--- config.mk ---
export PLATFORM = sky130hd
export DESIGN_NAME = filled_circle_span_generator
export DESIGN_NICKNAME = d
export VERILOG_FILES = /design/src/rtl/fcs_pkg.sv /design/src/rtl/fcs_front.sv /design/src/rtl/fcs_queue.sv /design/src/rtl/fcs_back.sv /design/src/rtl/filled_circle_span_generator.sv
export SDC_FILE = /design/constraint.sdc
export NUM_CORES = 1
export LEC_CHECK = 0
export CAP_MARGIN = 10
export CORE_ASPECT_RATIO = 1.2
export CORE_MARGIN = 2
export CORE_UTILIZATION = 55
export DETAILED_ROUTE_END_ITERATION = 12
export DONT_BUFFER_PORTS = 1
export HOLD_SLACK_MARGIN = 0.08
export PLACE_DENSITY = 0.77
export SLEW_MARGIN = 40
export SYNTH_ARGS = -nofsm -noshare
export SYNTH_HDL_FRONTEND = slang
export SYNTH_SLANG_ARGS = --single-unit
--- constraint.sdc ---
create_clock -name clk -period 10.9 [get_ports clk]
set_clock_uncertainty 0.1 [all_clocks]
set_input_delay 1.09 -clock clk [delete_from_list [all_inputs] [get_ports clk]]
set_output_delay 1.09 -clock clk [all_outputs]
set_load 0.01 [all_outputs]
--- src/rtl/fcs_pkg.sv ---
// ----------------------------------------------------------------------------
// fcs_pkg: shared definitions for the filled circle span generator
// Sizes, walk constants and the job record that passes from the front
// classifier through the job queue to the walk and emit engine.
// ----------------------------------------------------------------------------
package fcs_pkg;

  localparam int MAX_DIAMETER = 64;
  localparam int ROW_LIMIT    = 64;

  localparam int DIA_W   = 7;                          // diameter field
  localparam int COORD_W = 6;                          // row and column fields
  localparam int OFF_W   = $clog2(MAX_DIAMETER / 2);   // row offset from center
  localparam int DV_W    = 9;                          // midpoint decision value
  localparam int QDEPTH  = 2;                          // job queue entries

  // Midpoint decision constants
  localparam logic signed [DV_W-1:0] DV_INIT   = 9'sd3;
  localparam logic signed [DV_W-1:0] DV_STEP_E = 9'sd6;
  localparam logic signed [DV_W-1:0] DV_STEP_SE = 9'sd10;

  typedef struct packed {
    logic [COORD_W-1:0] center;
    logic [OFF_W-1:0]   radius;
  } job_t;

endpackage

--- src/rtl/fcs_front.sv ---
// ----------------------------------------------------------------------------
// fcs_front: diameter classifier
// Saturates the diameter, derives center and radius, and pushes the job
// into the queue; stalls the input while the queue is full.
// ----------------------------------------------------------------------------
module fcs_front (
  input  logic                      diameter_valid,
  output logic                      diameter_stall,
  input  logic [fcs_pkg::DIA_W-1:0] diameter,
  input  logic                      queue_full,
  output logic                      push,
  output fcs_pkg::job_t             job
);
  import fcs_pkg::*;

  logic [DIA_W-1:0]   dia_sat;
  logic [COORD_W-1:0] center;
  logic [COORD_W-1:0] radius_raw;
  logic [COORD_W-1:0] radius_clamped;

  always_comb begin
    dia_sat = (diameter > DIA_W'(MAX_DIAMETER)) ? DIA_W'(MAX_DIAMETER) : diameter;
    center  = dia_sat[DIA_W-1:1];
    // small circles collapse to a single pixel
    radius_raw = (center < COORD_W'(2)) ? '0 : center - COORD_W'(2);
    radius_clamped = (radius_raw > COORD_W'(ROW_LIMIT - 1)) ? COORD_W'(ROW_LIMIT - 1)
                                                            : radius_raw;
    job.center = center;
    job.radius = radius_clamped[OFF_W-1:0];
  end

  assign diameter_stall = queue_full;
  assign push           = diameter_valid && !queue_full;

endmodule

--- src/rtl/fcs_queue.sv ---
// ----------------------------------------------------------------------------
// fcs_queue: job queue
// Small FIFO between the classifier and the walk engine so each side can
// stall on its own.
// ----------------------------------------------------------------------------
module fcs_queue (
  input  logic          clk,
  input  logic          rst,
  input  logic          push,
  input  fcs_pkg::job_t push_job,
  output logic          full,
  input  logic          pop,
  output logic          job_valid,
  output fcs_pkg::job_t job
);
  import fcs_pkg::*;

  localparam int PTR_W = (QDEPTH > 1) ? $clog2(QDEPTH) : 1;
  localparam int CNT_W = $clog2(QDEPTH + 1);

  job_t             entries [QDEPTH];
  logic [PTR_W-1:0] wr_ptr;
  logic [PTR_W-1:0] rd_ptr;
  logic [CNT_W-1:0] count;
  logic             do_push;
  logic             do_pop;

  assign full      = (count == CNT_W'(QDEPTH));
  assign job_valid = (count != '0);
  assign job       = entries[rd_ptr];
  assign do_push   = push && !full;
  assign do_pop    = pop && job_valid;

  always_ff @(posedge clk) begin
    if (do_push) begin
      entries[wr_ptr] <= push_job;
    end
  end

  always_ff @(posedge clk) begin
    if (rst) begin
      wr_ptr <= '0;
      rd_ptr <= '0;
      count  <= '0;
    end else begin
      if (do_push) begin
        wr_ptr <= (wr_ptr == PTR_W'(QDEPTH - 1)) ? '0 : wr_ptr + 1'b1;
      end
      if (do_pop) begin
        rd_ptr <= (rd_ptr == PTR_W'(QDEPTH - 1)) ? '0 : rd_ptr + 1'b1;
      end
      case ({do_push, do_pop})
        2'b10:   count <= count + 1'b1;
        2'b01:   count <= count - 1'b1;
        default: count <= count;
      endcase
    end
  end

endmodule

--- src/rtl/fcs_back.sv ---
// ----------------------------------------------------------------------------
// fcs_back: midpoint walk and span emitter
// Walks one octant point per cycle, recording half-widths per row offset in
// two small tables, then reads one row per cycle while the output is not
// stalled, through a read stage and an output register, emitting spans top to bottom.
// ----------------------------------------------------------------------------
module fcs_back (
  input  logic                        clk,
  input  logic                        rst,
  input  logic                        job_valid,
  input  fcs_pkg::job_t               job,
  output logic                        job_pop,
  output logic                        span_valid,
  input  logic                        span_stall,
  output logic [fcs_pkg::COORD_W-1:0] row_y,
  output logic [fcs_pkg::COORD_W-1:0] span_left,
  output logic [fcs_pkg::COORD_W-1:0] span_right,
  output logic                        last_span
);
  import fcs_pkg::*;

  localparam logic [1:0] PH_IDLE = 2'd0;
  localparam logic [1:0] PH_WALK = 2'd1;
  localparam logic [1:0] PH_EMIT = 2'd2;

  localparam int TAB_DEPTH = MAX_DIAMETER / 2;

  function automatic logic [COORD_W-1:0] clamp_coord(input logic signed [COORD_W+2:0] v);
    if (v < 0) begin
      return '0;
    end else if (v >= (COORD_W+3)'(ROW_LIMIT)) begin
      return COORD_W'(ROW_LIMIT - 1);
    end else begin
      return v[COORD_W-1:0];
    end
  endfunction

  // walk and emit control
  logic [1:0]             phase;
  logic [COORD_W-1:0]     center;
  logic [OFF_W-1:0]       radius;
  logic signed [DV_W-1:0] decision_value;
  logic [COORD_W-1:0]     walk_x;
  logic [COORD_W-1:0]     walk_y;
  logic [OFF_W-1:0]       x_last;
  logic [COORD_W-1:0]     emit_row;

  // half-width tables: by walk x (value y) and by walk y (value x)
  logic [OFF_W-1:0] x_table [TAB_DEPTH];
  logic [OFF_W-1:0] y_table [TAB_DEPTH];

  // read stage
  logic               rd_valid;
  logic [COORD_W-1:0] rd_row;
  logic [COORD_W-1:0] rd_center;
  logic               rd_sel_x;
  logic               rd_last;
  logic [OFF_W-1:0]   x_table_q;
  logic [OFF_W-1:0]   y_table_q;

  logic                    table_wr;
  logic                    issue;
  logic                    advance;
  logic                    emit_last;
  logic [COORD_W-1:0]      emit_off_full;
  logic [OFF_W-1:0]        emit_off;
  logic [COORD_W-1:0]      radius_ext;
  logic signed [DV_W-1:0]  step_e;
  logic signed [DV_W-1:0]  step_se;
  logic signed [COORD_W:0] xy_diff;
  logic [OFF_W-1:0]        rd_half;
  logic signed [COORD_W+2:0] row_sum;
  logic signed [COORD_W+2:0] left_sum;
  logic signed [COORD_W+2:0] right_sum;

  assign radius_ext = {{(COORD_W-OFF_W){1'b0}}, radius};
  assign job_pop    = (phase == PH_IDLE) && job_valid;
  assign table_wr   = (phase == PH_WALK) && (walk_x <= walk_y);

  assign xy_diff = $signed({1'b0, walk_x}) - $signed({1'b0, walk_y});
  assign step_e  = $signed({{(DV_W-COORD_W-2){1'b0}}, walk_x, 2'b00}) + DV_STEP_E;
  assign step_se = $signed({xy_diff, 2'b00}) + DV_STEP_SE;

  assign advance   = rd_valid && (!span_valid || !span_stall);
  assign issue     = (phase == PH_EMIT) && (!rd_valid || advance);
  assign emit_last = (emit_row == {radius_ext[COORD_W-2:0], 1'b0});
  assign emit_off_full = (emit_row < radius_ext) ? radius_ext - emit_row
                                                 : emit_row - radius_ext;
  assign emit_off  = emit_off_full[OFF_W-1:0];
  assign row_sum   = $signed({3'b000, center}) - $signed({4'b0000, radius})
                     + $signed({3'b000, emit_row});

  always_ff @(posedge clk) begin
    if (rst) begin
      phase          <= PH_IDLE;
      decision_value <= '0;
      walk_x         <= '0;
      walk_y         <= '0;
      emit_row       <= '0;
      x_last         <= '0;
      center         <= '0;
      radius         <= '0;
    end else begin
      unique case (phase)
        PH_IDLE: begin
          if (job_valid) begin
            center         <= job.center;
            radius         <= job.radius;
            walk_x         <= '0;
            walk_y         <= {{(COORD_W-OFF_W){1'b0}}, job.radius};
            decision_value <= DV_INIT - $signed({{(DV_W-OFF_W-1){1'b0}}, job.radius, 1'b0});
            phase          <= PH_WALK;
          end
        end
        PH_WALK: begin
          if (walk_x < walk_y) begin
            if (decision_value < 0) begin
              decision_value <= decision_value + step_e;
            end else begin
              decision_value <= decision_value + step_se;
              walk_y         <= walk_y - 1'b1;
            end
            walk_x <= walk_x + 1'b1;
            x_last <= walk_x[OFF_W-1:0];
          end else begin
            if (walk_x == walk_y) begin
              x_last <= walk_x[OFF_W-1:0];
            end
            emit_row <= '0;
            phase    <= PH_EMIT;
          end
        end
        PH_EMIT: begin
          if (issue) begin
            if (emit_last) begin
              emit_row <= '0;
              phase    <= PH_IDLE;
            end else begin
              emit_row <= emit_row + 1'b1;
            end
          end
        end
        default: phase <= PH_IDLE;
      endcase
    end
  end

  // each walk x is visited once; a later x for the same y is always wider
  always_ff @(posedge clk) begin
    if (table_wr) begin
      x_table[walk_x[OFF_W-1:0]] <= walk_y[OFF_W-1:0];
    end
    if (issue) begin
      x_table_q <= x_table[emit_off];
    end
  end

  always_ff @(posedge clk) begin
    if (table_wr) begin
      y_table[walk_y[OFF_W-1:0]] <= walk_x[OFF_W-1:0];
    end
    if (issue) begin
      y_table_q <= y_table[emit_off];
    end
  end

  always_ff @(posedge clk) begin
    if (issue) begin
      rd_row    <= clamp_coord(row_sum);
      rd_center <= center;
      rd_sel_x  <= (emit_off <= x_last);
      rd_last   <= emit_last;
    end
  end

  always_ff @(posedge clk) begin
    if (rst) begin
      rd_valid <= 1'b0;
    end else if (issue) begin
      rd_valid <= 1'b1;
    end else if (advance) begin
      rd_valid <= 1'b0;
    end
  end

  // offsets touched by walk x hold the widest span; the rest come from walk y
  assign rd_half   = rd_sel_x ? x_table_q : y_table_q;
  assign left_sum  = $signed({3'b000, rd_center}) - $signed({4'b0000, rd_half});
  assign right_sum = $signed({3'b000, rd_center}) + $signed({4'b0000, rd_half});

  always_ff @(posedge clk) begin
    if (advance) begin
      row_y      <= rd_row;
      span_left  <= clamp_coord(left_sum);
      span_right <= clamp_coord(right_sum);
      last_span  <= rd_last;
    end
  end

  always_ff @(posedge clk) begin
    if (rst) begin
      span_valid <= 1'b0;
    end else if (advance) begin
      span_valid <= 1'b1;
    end else if (!span_stall) begin
      span_valid <= 1'b0;
    end
  end

endmodule

--- src/rtl/filled_circle_span_generator.sv ---
// ----------------------------------------------------------------------------
// filled_circle_span_generator: filled circle row span generator
// Turns one diameter into the row spans of a filled circle, top to bottom.
// ----------------------------------------------------------------------------
// Usage:
//   Input channel (diameter_valid / diameter_stall / diameter): one transaction
//   carries a diameter; values above 64 saturate. A two-entry job queue sits
//   behind the input, so up to two diameters are taken while a circle is
//   still being drawn; diameter_stall rises only when that queue is full.
//   Output channel (span_valid / span_stall / row_y, span_left, span_right,
//   last_span): one transaction per row, inclusive columns, rows ascending,
//   last_span set on the bottom row. A circle of radius r gives 2r+1 spans.
//   Timing: the midpoint walk visits one octant point per cycle; emission
//   then gives one span per cycle while span_stall is low, through a table
//   read stage and an output register. A full-size circle has radius 30;
//   the next circle's job is taken from the queue once the last row read of
//   the current circle has been issued.
//   Stall: span_stall holds the output register and backs up the read stage
//   and emitter; the input keeps filling the queue meanwhile.
//   Reset: rst (synchronous, active high) empties the queue and pipeline.
// ----------------------------------------------------------------------------
module filled_circle_span_generator (
  input  logic                        clk,
  input  logic                        rst,
  input  logic                        diameter_valid,
  output logic                        diameter_stall,
  input  logic [fcs_pkg::DIA_W-1:0]   diameter,
  output logic                        span_valid,
  input  logic                        span_stall,
  output logic [fcs_pkg::COORD_W-1:0] row_y,
  output logic [fcs_pkg::COORD_W-1:0] span_left,
  output logic [fcs_pkg::COORD_W-1:0] span_right,
  output logic                        last_span
);
  import fcs_pkg::*;

  logic queue_full;
  logic push;
  job_t push_job;
  logic pop;
  logic job_valid;
  job_t job;

  fcs_front u_front (
    .diameter_valid (diameter_valid),
    .diameter_stall (diameter_stall),
    .diameter       (diameter),
    .queue_full     (queue_full),
    .push           (push),
    .job            (push_job)
  );

  fcs_queue u_queue (
    .clk       (clk),
    .rst       (rst),
    .push      (push),
    .push_job  (push_job),
    .full      (queue_full),
    .pop       (pop),
    .job_valid (job_valid),
    .job       (job)
  );

  fcs_back u_back (
    .clk        (clk),
    .rst        (rst),
    .job_valid  (job_valid),
    .job        (job),
    .job_pop    (pop),
    .span_valid (span_valid),
    .span_stall (span_stall),
    .row_y      (row_y),
    .span_left  (span_left),
    .span_right (span_right),
    .last_span  (last_span)
  );

`ifndef SYNTHESIS
  a_span_ordered: assert property (@(posedge clk) disable iff (rst)
    span_valid |-> (span_left <= span_right))
    else $error("span left end past right end");

  a_idle_after_reset: assert property (@(posedge clk)
    rst |=> (!diameter_stall && !span_valid))
    else $error("queue or output not empty after reset");

  a_pop_only_valid: assert property (@(posedge clk) disable iff (rst)
    pop |-> job_valid)
    else $error("job taken from empty queue");
`endif

endmodule
==> impl_results.md, run 1 <==
* Status: complete, no violations
* Async SR Flop Fraction at 0%
* Worst hold start: u_back.rd_row[0]
* DP HPWL at roughly 34000 um
* Clock buffer depth at 3
* Total number of vias at around 16000
* Internal Pwr Total at about 4.4 mW
* CP Capture Type: register
* Initial antenna violation count at 0
* EDFF count, synth at ~390
* Number of global-route vias before repair at approximately 16000
* Synth Area in Adders at ~5.4%
* TNS Setup at 0 ns
* IO Count at 32
* Worst slew pin tran at just over 0.9 ns
* Seq/Total Area, Yosys at 58.3%
* Final period util at approximately 44%
* Pin count of the biggest net entering global routing at 99
* Crit path cell chain: inv_1 > ha_1 > inv_1 > fa_1 > nand4b_1 > o211a_2 > buf_4 > a21boi_4 > buf_4 > buf_12 > o21ai_0 > a21oi_1 > nor4_1 > a211oi_1
* DR iter-0 viols at ~1800
* Post-synthesis instance total at 1972
* GR Overflow Total at 0
* Initial core utilization at 55.7%
* Largest family of logic cells by synthesized area: simple AND/OR/NAND/NOR gates
* Distinct cells, synth at 72
* Final Instance Area at between 20000 and 25000 um2
* CP startpoint: u_back.emit_row[0]
* Skew-Pair Late Insertion Delay at approximately 0.56 ns
* Top cell type's share of synthesized area at 53.5%
* Area Growth Syn to Fin at 8.55%
* Worst slack, placed at about 6.4 ns
* PortBufs at 0
* CP startpoint kind: register
* Rows at just under 80
* Peak VDD IR at 0.000228 V
* Xor/xnor share of the synthesized area at 1.52%
* Crit-path max cell delay at roughly 0.67 ns
* Layout cell share with drive strength beyond 1 at under 10%
* Remaining antenna violation count at 0
* DR WL/cell at between 20 and 25 um
* WL final at between 50000 and 60000 um
* Rel. slew slack at between 30% and 40%
* Dominant synthesized flop cell: edfxtp_1
* Hold Fails Final Rpt at 0
* CTS tree: yes
* Yosys warnings at 0
* Post-Place Cells at 2397
* Post-synth top area cell: edfxtp_1
* Final Total Pwr at just under 8 mW
* Final Non-Filler Cells at 2472
* PostCTS Resize Cnt at 0
* Area after DPL at around 22000 um2
* Sequential share of power at between 20 and 30%
* Max Cap Violations at 0
* Fmax at about 210 MHz
* # nets final at ~2000
* P_sw at between 3 and 4 mW
* Power Density at roughly 330 nW/um2
* Core Util, Final at about 60%
* RSZ-0062 raised after global routing: no
* Final min period at 4.78 ns
* Top post-synthesis cells by area: edfxtp_1, dfxtp_1, ha_1, nand3_1, o21ai_0
* DIE WIDTH at between 150 and 200 um
* Worst setup margin at 6.12 ns
* Synth Area in Compound Gates at approximately 15%
* Vias/cell at about 6.3
* Htree depth at 2
* CTS Buf Count at 42
* CP arrival at 4.93 ns
* Clock share of power at about a fifth
* Die Span Y at ~220 um
* Cts hold-fix bufs at 0
* First-pass GRT wire length at 83200 um
* Simple-gate share of the synthesized area at between 10% and 20%
* Worst-path clk slew at 0.06 ns
* Root Buffer: clkbuf_16
* GR Util All Layers at between 20% and 30%
* GPL Wtd Cong at 0.894
* Critical path class: reg2reg
* Switching Fraction at about 44%
* Multiplexer share of the synthesized area at roughly 1.1%
* Final Max Tran Viols at 0
* Die Area at 40900 um2
* Combinational power share at ~53%
* #FFs+latches synth at between 400 and 500
* Cell area after synthesis at about 22000 um2
* Post-CTS Setup Inserts at 0
* Worst-path maximum fanout at between 50 and 60
* Hold WC Path Type: reg2reg
* Syn Nets at between 2000 and 2500
* Clock Sinks at between 400 and 500
* Residual DRC at 0
* DRT Pass-1 Iters at 5
* # diodes at 0
* Most frequent cells in the layout: edfxtp_1, nand3_1, o21ai_0
* Core Area at ~39000 um2
* Post-Syn Area per Cell at roughly 11 um2
* Leak Pwr at between 8 and 9 nW
* Commonest non-fill, non-tap cell in the layout: edfxtp_1
* Critical R2R Launch: u_back.emit_row[0]
* Final hold slack at around 0.32 ns
* Final setup violation count at 0
* Slowest-stage cell, CP: a211oi_1
* Worst path required time at approximately 11 ns
[cells by family after synthesis]
family                   after synthesis
AND/OR/NAND/NOR                      674
AO/OA/AOI/OAI                        515
flip-flops                           436
buffers and inverters                200
adder cells (fa/ha/maj)               87
XOR/XNOR                              36
multiplexers                          24
[layer usage]
metal	routed length [um]	track usage, %
met1	20000	32.0
met2	26400	44.3
met5	0	0
met3	4110	4.28
met4	2810	13.3
[cell type report]
type                       count  area [um2]
multi-input combinational   1336        8330
timing repair buffer          27         235
tap                          526         658
inverter                      72         270
sequential                   436       12600
clock buffer                  53        1110
fill                        3042       15300
clock inverter                22         251
[cells in the mapped netlist (3+ instances only)]
library cell	n
o21bai_1	12
o211ai_1	5
ha_1	78
o31ai_1	4
o21ai_0	167
a211oi_1	74
nor2b_1	14
nor4_1	23
a21oi_1	102
buf_1	9
or3_1	7
o21a_1	10
fa_1	9
a311oi_1	3
clkbuf_1	81
nand2_1	138
a31oi_1	32
buf_2	34
a21o_1	12
nand3b_1	3
nand4_1	4
nor3_1	25
a22oi_1	50
inv_1	69
o21ai_1	6
and2_1	5
a32oi_1	10
nand2b_1	107
dfxtp_1	51
and3_1	3
xnor2_1	23
or4_1	5
xor2_1	12
nand3_1	170
mux2i_1	23
nor2_1	158
edfxtp_1	385
o22ai_1	5
[critical path: cells and delay by family, from the launching register on]
| family | cells | cell delay, ns |
|---|---|---|
| and+or+nand+nor | 2 | 0.46 |
| adders and majority gates | 2 | 0.67 |
| AOI/OAI and AO/OA | 5 | 1.51 |
| DFF | 1 | 0.38 |
| buffers and inverters | 5 | 1.30 |
[final timing paths]
kind                         end  slack, ns  cells after the start
min reg2reg      u_back.row_y[0]       0.32                      0
max          u_back.y_table_q[2]       6.12                     14
max reg2reg  u_back.y_table_q[2]       6.12                     14
min              u_back.row_y[0]       0.32                      0
[power by group through the flow]
stage	combinational [mW]	sequential [mW]	clock [mW]
final	4.12	2.24	1.46
after global routing	4.47	2.26	1.53
after global placement	3.79	2.27	0
after CTS	4.01	2.24	1.47
after floorplan	2.79	2.28	0
after detailed placement	3.98	2.28	0
[flip-flops by register name, indices dropped and copies added (netlist names), 8 cells and up, named ones only]
name                   flops
u_back.x_table           160
u_back.y_table           160
u_back.decision_value      8
u_queue.entries           22
No activity file was read; power rests on OpenSTA's default activity.
==> run 2: changes to the inputs <==
Settings changed: ABC_AREA from default to 1.
Clock period 10.9 ns to 4.6 ns, I/O delays scaled along.
==> impl_results.md, run 2 <==
* Number of global-route vias before repair at 13377 (-14%)
* Clock Sinks at 436 (unchanged)
* Residual DRC at 0 (unchanged)
* TNS Setup at 0 ns (unchanged)
* Met2 WL at 22500 um (-15%)
* Most frequent cells in the layout: edfxtp_1, nand2_1, nand3_1
* Worst-path maximum fanout at 41 (-23%)
* GPL Wtd Cong at 0.815 (-8.9%)
* Final Non-Filler Cells at 2284 (-7.6%)
* Skew-Pair Late Insertion Delay at 0.57 ns (about the same)
* WL final at 44700 um (-16%)
* Critical path class: reg2reg
* Fmax at 280 MHz (+34%)
* Initial antenna violation count at 0 (unchanged)
* Cell area after synthesis at 20600 um2 (-4.6%)
* Simple-gate share of the synthesized area at 14.3% (-0.82 points)
* Worst slew pin tran at 0.783 ns (-0.132 ns)
* Dominant synthesized flop cell: edfxtp_1
* #FFs+latches synth at 436 (unchanged)
* Final min period at 3.58 ns (-1.21 ns)
* Largest family of logic cells by synthesized area: simple AND/OR/NAND/NOR gates
* Distinct cells, synth at 42 (-42%)
* Pin count of the biggest net entering global routing at 80 (-19%)
* Syn Nets at 1879 (-9.2%)
* Commonest non-fill, non-tap cell in the layout: edfxtp_1
* Synth Area in Compound Gates at 4.20% (-11 points)
* Xor/xnor share of the synthesized area at 1.36% (-0.16 points)
* Final period util at 77.7% (+34 points)
* Htree depth at 2 (unchanged)
* M1 WL at 17600 um (-12%)
* Hold Fails Final Rpt at 0 (unchanged)
* Reg2Reg Setup Slack at 1.02 ns (-5.09 ns)
* # diodes at 0 (unchanged)
* CP startpoint kind: register
* Yosys warnings at 0 (unchanged)
* RSZ-0062 raised after global routing: no
* DRT Pass-1 Iters at 6 (+1)
* CP arrival at 3.78 ns (-1.15 ns)
* Final Max Tran Viols at 0 (unchanged)
* Final setup violation count at 0 (unchanged)
* Post-synthesis instance total at 1781 (-9.7%)
* CTS tree: yes
* Area Growth Syn to Fin at 8.89%
* Vias/cell at 5.80 (-8.0%)
* Worst-path clk slew at 0.07 ns (about the same)
* CTS Buf Count at 41 (-2.4%)
* Rel. slew slack at 47.3% (+8.6 points)
* Synth Area in Adders at 5.61% (+0.26 points)
* Multiplexer share of the synthesized area at 9.29% (+8.2 points)
* DIE WIDTH at 181 um (-2.3%)
* Top routing layer used: met4
* IO Count at 32 (unchanged)
* Seq/Total Area, Yosys at 61.1% (+2.8 points)
* Rows at 77 (-2.5%)
* Top cell type's share of synthesized area at 56.1% (+2.6 points)
* Max Cap Violations at 0 (unchanged)
* PostCTS Resize Cnt at 0 (unchanged)
* Initial core utilization at 55.8% (+0.085 points)
* Layout cell share with drive strength beyond 1 at 14.8% (+8.6 points)
* CP Capture Type: register
* Most common cell in the synthesized netlist: edfxtp_1
* GR Util All Layers at 23.1% (-3.0 points)
* Post-Syn Area per Cell at 11.6 um2 (+5.6%)
* Async SR Flop Fraction at 0% (unchanged)
* Root Buffer: clkbuf_16
* Die Span Y at 216 um (-2.3%)
* Die Area at 39000 um2 (-4.5%)
* Core Area at 36900 um2 (-4.8%)
* # nets final at 1876 (-6.8%)
* Worst path required time at 4.80 ns (-6.25 ns)
* Post-Place Cells at 2203 (-8.1%)
* First-pass GRT wire length at 71000 um (-15%)
* EDFF count, synth at 385 (unchanged)
* PortBufs at 0 (unchanged)
* Remaining antenna violation count at 0 (unchanged)
* Post-synth top area cell: edfxtp_1
* GR Overflow Total at 0 (unchanged)
* Total length of routed met3 wires at 3030 um (-26%)
* Top post-synthesis cells by area: edfxtp_1, mux2_2, nand2_1, nand3_1, dfxtp_1
* Total number of vias at 13245 (-15%)
* DR iter-0 viols at 1340 (-25%)
* Status: complete, no violations
* DR WL/cell at 19.6 um (-9.3%)
* Hold WC Path Type: in2reg
* DP HPWL at 28300 um (-18%)
* Synth cell count leaders: edfxtp_1, nand2_1, nand3_1, mux2_2, inv_1
* Clock buffer depth at 3 (unchanged)
[run 2: metal layers]
metal  vias up  global-route usage, %
met1      6393                   28.8
met3       100                   3.19
met2       487                   40.5
li1       6265                      -
met4         0                   9.19
met5         -                      0
[run 2: kinds of logic (layout without fill, tap and decap cells)]
kind of cell,count (synthesis),after routing
XOR/XNOR,32,32
adder cells (fa/ha/maj),87,87
flip-flops,436,436
buffers and inverters,208,237
multiplexers,171,171
AO/OA/AOI/OAI,163,163
AND/OR/NAND/NOR,684,684
[run 2: metrics by stage]
| stage | hold slack, ns | area (um2) | setup WS, ns | utilization, % |
|---|---|---|---|---|
| 6_report | 0.115 | 22400 | 1.02 | 60.8 |
| 5_1_grt | 0.121 | 22400 | 0.797 | 60.8 |
| 4_1_cts | 0.101 | 22400 | 1.12 | 60.8 |
| 3_5_place_dp | 0.315 | 21100 | 1.14 | 57.1 |
| 3_3_place_gp | 0.304 | 21000 | 0.997 | 57.0 |
| 2_1_floorplan | 0.300 | 20600 | 1.09 | - |
[run 2: final timing paths]
check | start | endpoint | cells past startpoint
max reg2reg | u_back.emit_row[0] | u_back.rd_sel_x | 13
min reg2reg | u_back.rd_row[4] | u_back.row_y[4] | 0
min | diameter[2] | u_queue.entries[0][6] | 2
max | u_back.emit_row[0] | u_back.rd_sel_x | 13
[run 2: worst max-delay path: stages (launching register included)]
cell and delay, ns:
dfxtp_1 0.52, inv_1 0.15, ha_4 0.19, inv_1 0.06, fa_1 0.25, nand3_2 0.17, nand3_4 0.14, nand2_1 0.06
nand2_1 0.09, clkinv_2 0.58, ha_1 0.59, nand4_1 0.10, o221ai_1 0.16, o21ai_0 0.14
[run 2: cell type report]
cell class                 count  area, um2
clock buffer                  53       1110
clock inverter                22        193
fill                        2805      14500
inverter                     136        512
multi-input combinational   1137       7200
sequential                   436      12600
tap                          474        593
timing repair buffer          26        235
[run 2: repair_timing]
action | in CTS | in global routing
hold endpoints to repair | 20 | 0
hold buffers | 6 | 0
setup buffers | 0 | 0
Power of run 2 is left out: the tool's default activity adds up to more than one toggle a clock period on the data nets, which glitch-free logic cannot reach.
==> run 3: changes to the inputs <==
Settings changed: PLACE_DENSITY 0.77 to 0.8.
Clock period 4.6 ns to 3 ns, I/O delays scaled along.
==> impl_results.md, run 3 (same netlist as run 2, synthesis figures left out) <==
* Most frequent cells in the layout: edfxtp_1, nand2_1, nand3_1
* # diodes at 0 (unchanged)
* Hold Fails Final Rpt at 0 (unchanged)
* Number of global-route vias before repair at 13647 (+2.0%)
* Final Max Tran Viols at 0 (unchanged)
* Total number of vias at 13501 (+1.9%)
* Die Span Y at 216 um (unchanged)
* Fmax at 348 MHz (+24%)
* Clock Sinks at 436 (unchanged)
* Remaining antenna violation count at 0 (unchanged)
* Hold path depth at 2 (unchanged)
* DP HPWL at 28400 um (+0.52%)
* Root Buffer: clkbuf_16
* Area Growth Syn to Fin at 11.5%
* Status: complete, no violations
* CP startpoint kind: register
* GR Util All Layers at 22.6% (-0.45 points)
* WL final at 44800 um (+0.12%)
* Hold WC Path Type: in2reg
* Clock buffer depth at 3 (unchanged)
* First-pass GRT wire length at 70300 um (-0.95%)
* Critical path class: reg2reg
* Reg2Reg Setup Slack at 0.13 ns (-0.90 ns)
* Worst-path clk slew at 0.06 ns (about the same)
* Worst hold start: span_stall
* CTS tree: yes
* Die Area at 39000 um2 (unchanged)
* CP Capture Type: register
* Vias/cell at 5.82 (+0.31%)
* Max Cap Violations at 0 (unchanged)
* Critical R2R Launch: u_back.walk_x[0]
* CP startpoint: u_back.walk_x[0]
* Worst-path maximum fanout at 3 (-93%)
* Worst slack, placed at 0.131 ns (-1.01 ns)
* DIE WIDTH at 181 um (unchanged)
* GPL Wtd Cong at 0.886 (+8.8%)
* Htree depth at 2 (unchanged)
* # nets final at 1913 (+2.0%)
* TNS Setup at 0 ns (unchanged)
* Worst path required time at 3.38 ns (-1.42 ns)
* Core Util, Final at 62.2% (+1.4 points)
* Initial core utilization at 55.8% (unchanged)
* Initial antenna violation count at 0 (unchanged)
* GR Overflow Total at 0 (unchanged)
* Final period util at 95.8% (+18 points)
* Rel. slew slack at 44.7% (-2.6 points)
* DRT Pass-1 Iters at 7 (+1)
* Rows at 77 (unchanged)
* DR WL/cell at 19.3 um (-1.5%)
* Post-CTS Setup Inserts at 0 (unchanged)
* Final setup violation count at 0 (unchanged)
* Layout cell share with drive strength beyond 1 at 17.3% (+2.5 points)
* Fill count at 2685 (-4.3%)
* PortBufs at 0 (unchanged)
* RR Endpoint: u_back.decision_value[4]
* Pin count of the biggest net entering global routing at 80 (unchanged)
* IO Count at 32 (unchanged)
* Commonest non-fill, non-tap cell in the layout: edfxtp_1
* Residual DRC at 0 (unchanged)
* Final min period at 2.87 ns (-0.701 ns)
* Skew-Pair Late Insertion Delay at 0.55 ns (-0.02 ns)
* Worst setup margin at 0.126 ns (-0.899 ns)
* Hold Path Sink: u_back.span_right[5]
* CTS Buf Count at 41 (unchanged)
* DR iter-0 viols at 1267 (-5.4%)
* Worst-case reg-to-reg path depth at 14 (+1)
* Worst slew pin tran at 0.821 ns (+0.0385 ns)
* CP arrival at 3.26 ns (-0.52 ns)
* Post-Place Cells at 2237 (+1.5%)
* RSZ-0062 raised after global routing: yes
* Final Non-Filler Cells at 2321 (+1.6%)
* Core Area at 36900 um2 (unchanged)
run 3: cell count changes in the layout (fill, tap and decap cells not counted), moves of 4 or more:
cell / before / now
dfxtp_2: 0 / 9
ha_4: 1 / 9
clkbuf_1: 8 / 12
clkbuf_8: 4 / 0
buf_4: 18 / 48
dfxtp_1: 51 / 40
ha_1: 77 / 69
clkinvlp_4: 5 / 0
bufinv_16: 2 / 7
run 3: worst max-delay path by stage:
stage                                to  cells after the start
2_1_floorplan  u_back.decision_value[8]                     18
3_3_place_gp   u_back.decision_value[8]                     19
3_5_place_dp           u_back.rd_row[3]                     17
4_1_cts             u_back.y_table_q[0]                     14
5_1_grt             u_back.y_table_q[1]                     15
6_report       u_back.decision_value[4]                     14
run 3: final cells by class:
cell class / instances / area [um2] / area share, %
clock inverters: 20 / 269 / 1.17
inverters: 136 / 514 / 2.24
clock buffers: 55 / 1120 / 4.88
repair buffers: 63 / 544 / 2.37
multi-input cells: 1137 / 7310 / 31.9
well taps: 474 / 593 / 2.58
flip-flops and latches: 436 / 12600 / 54.9
run 3: per-layer routing:
layer  routed length (um)  global-route usage, %
met5                    0                      0
met4                 1960                   10.4
met3                 3020                   3.59
met2                22500                   39.3
met1                17300                   27.8
run 3: repair_timing:
action / 4_1_cts / 5_1_grt
gates resized for setup: 0 / 23
hold endpoints to repair: 29 / 0
hold buffers: 9 / 0
setup endpoints to repair: 0 / 19
run 3: worst max-delay path, stage by stage (launching register included):
cell and delay [ns]:
dfxtp_2 0.32, inv_1 0.06, ha_1 0.13, inv_1 0.06, fa_2 0.53, inv_1 0.04
ha_1 0.27, inv_1 0.07, fa_1 0.49, xnor2_1 0.16, o21ai_0 0.18, nand2_1 0.08
o21ai_0 0.08, o21ai_0 0.11, nor2_1 0.13
run 3: stage by stage:
stage	cell area [um2]	hold slack, ns
after detailed placement	21300	0.273
after global routing	23000	0.118
after floorplan	20600	0.300
after global placement	21300	0.272
final	23000	0.122
after CTS	22800	0.102
Power of run 3 is left out for the same reason.
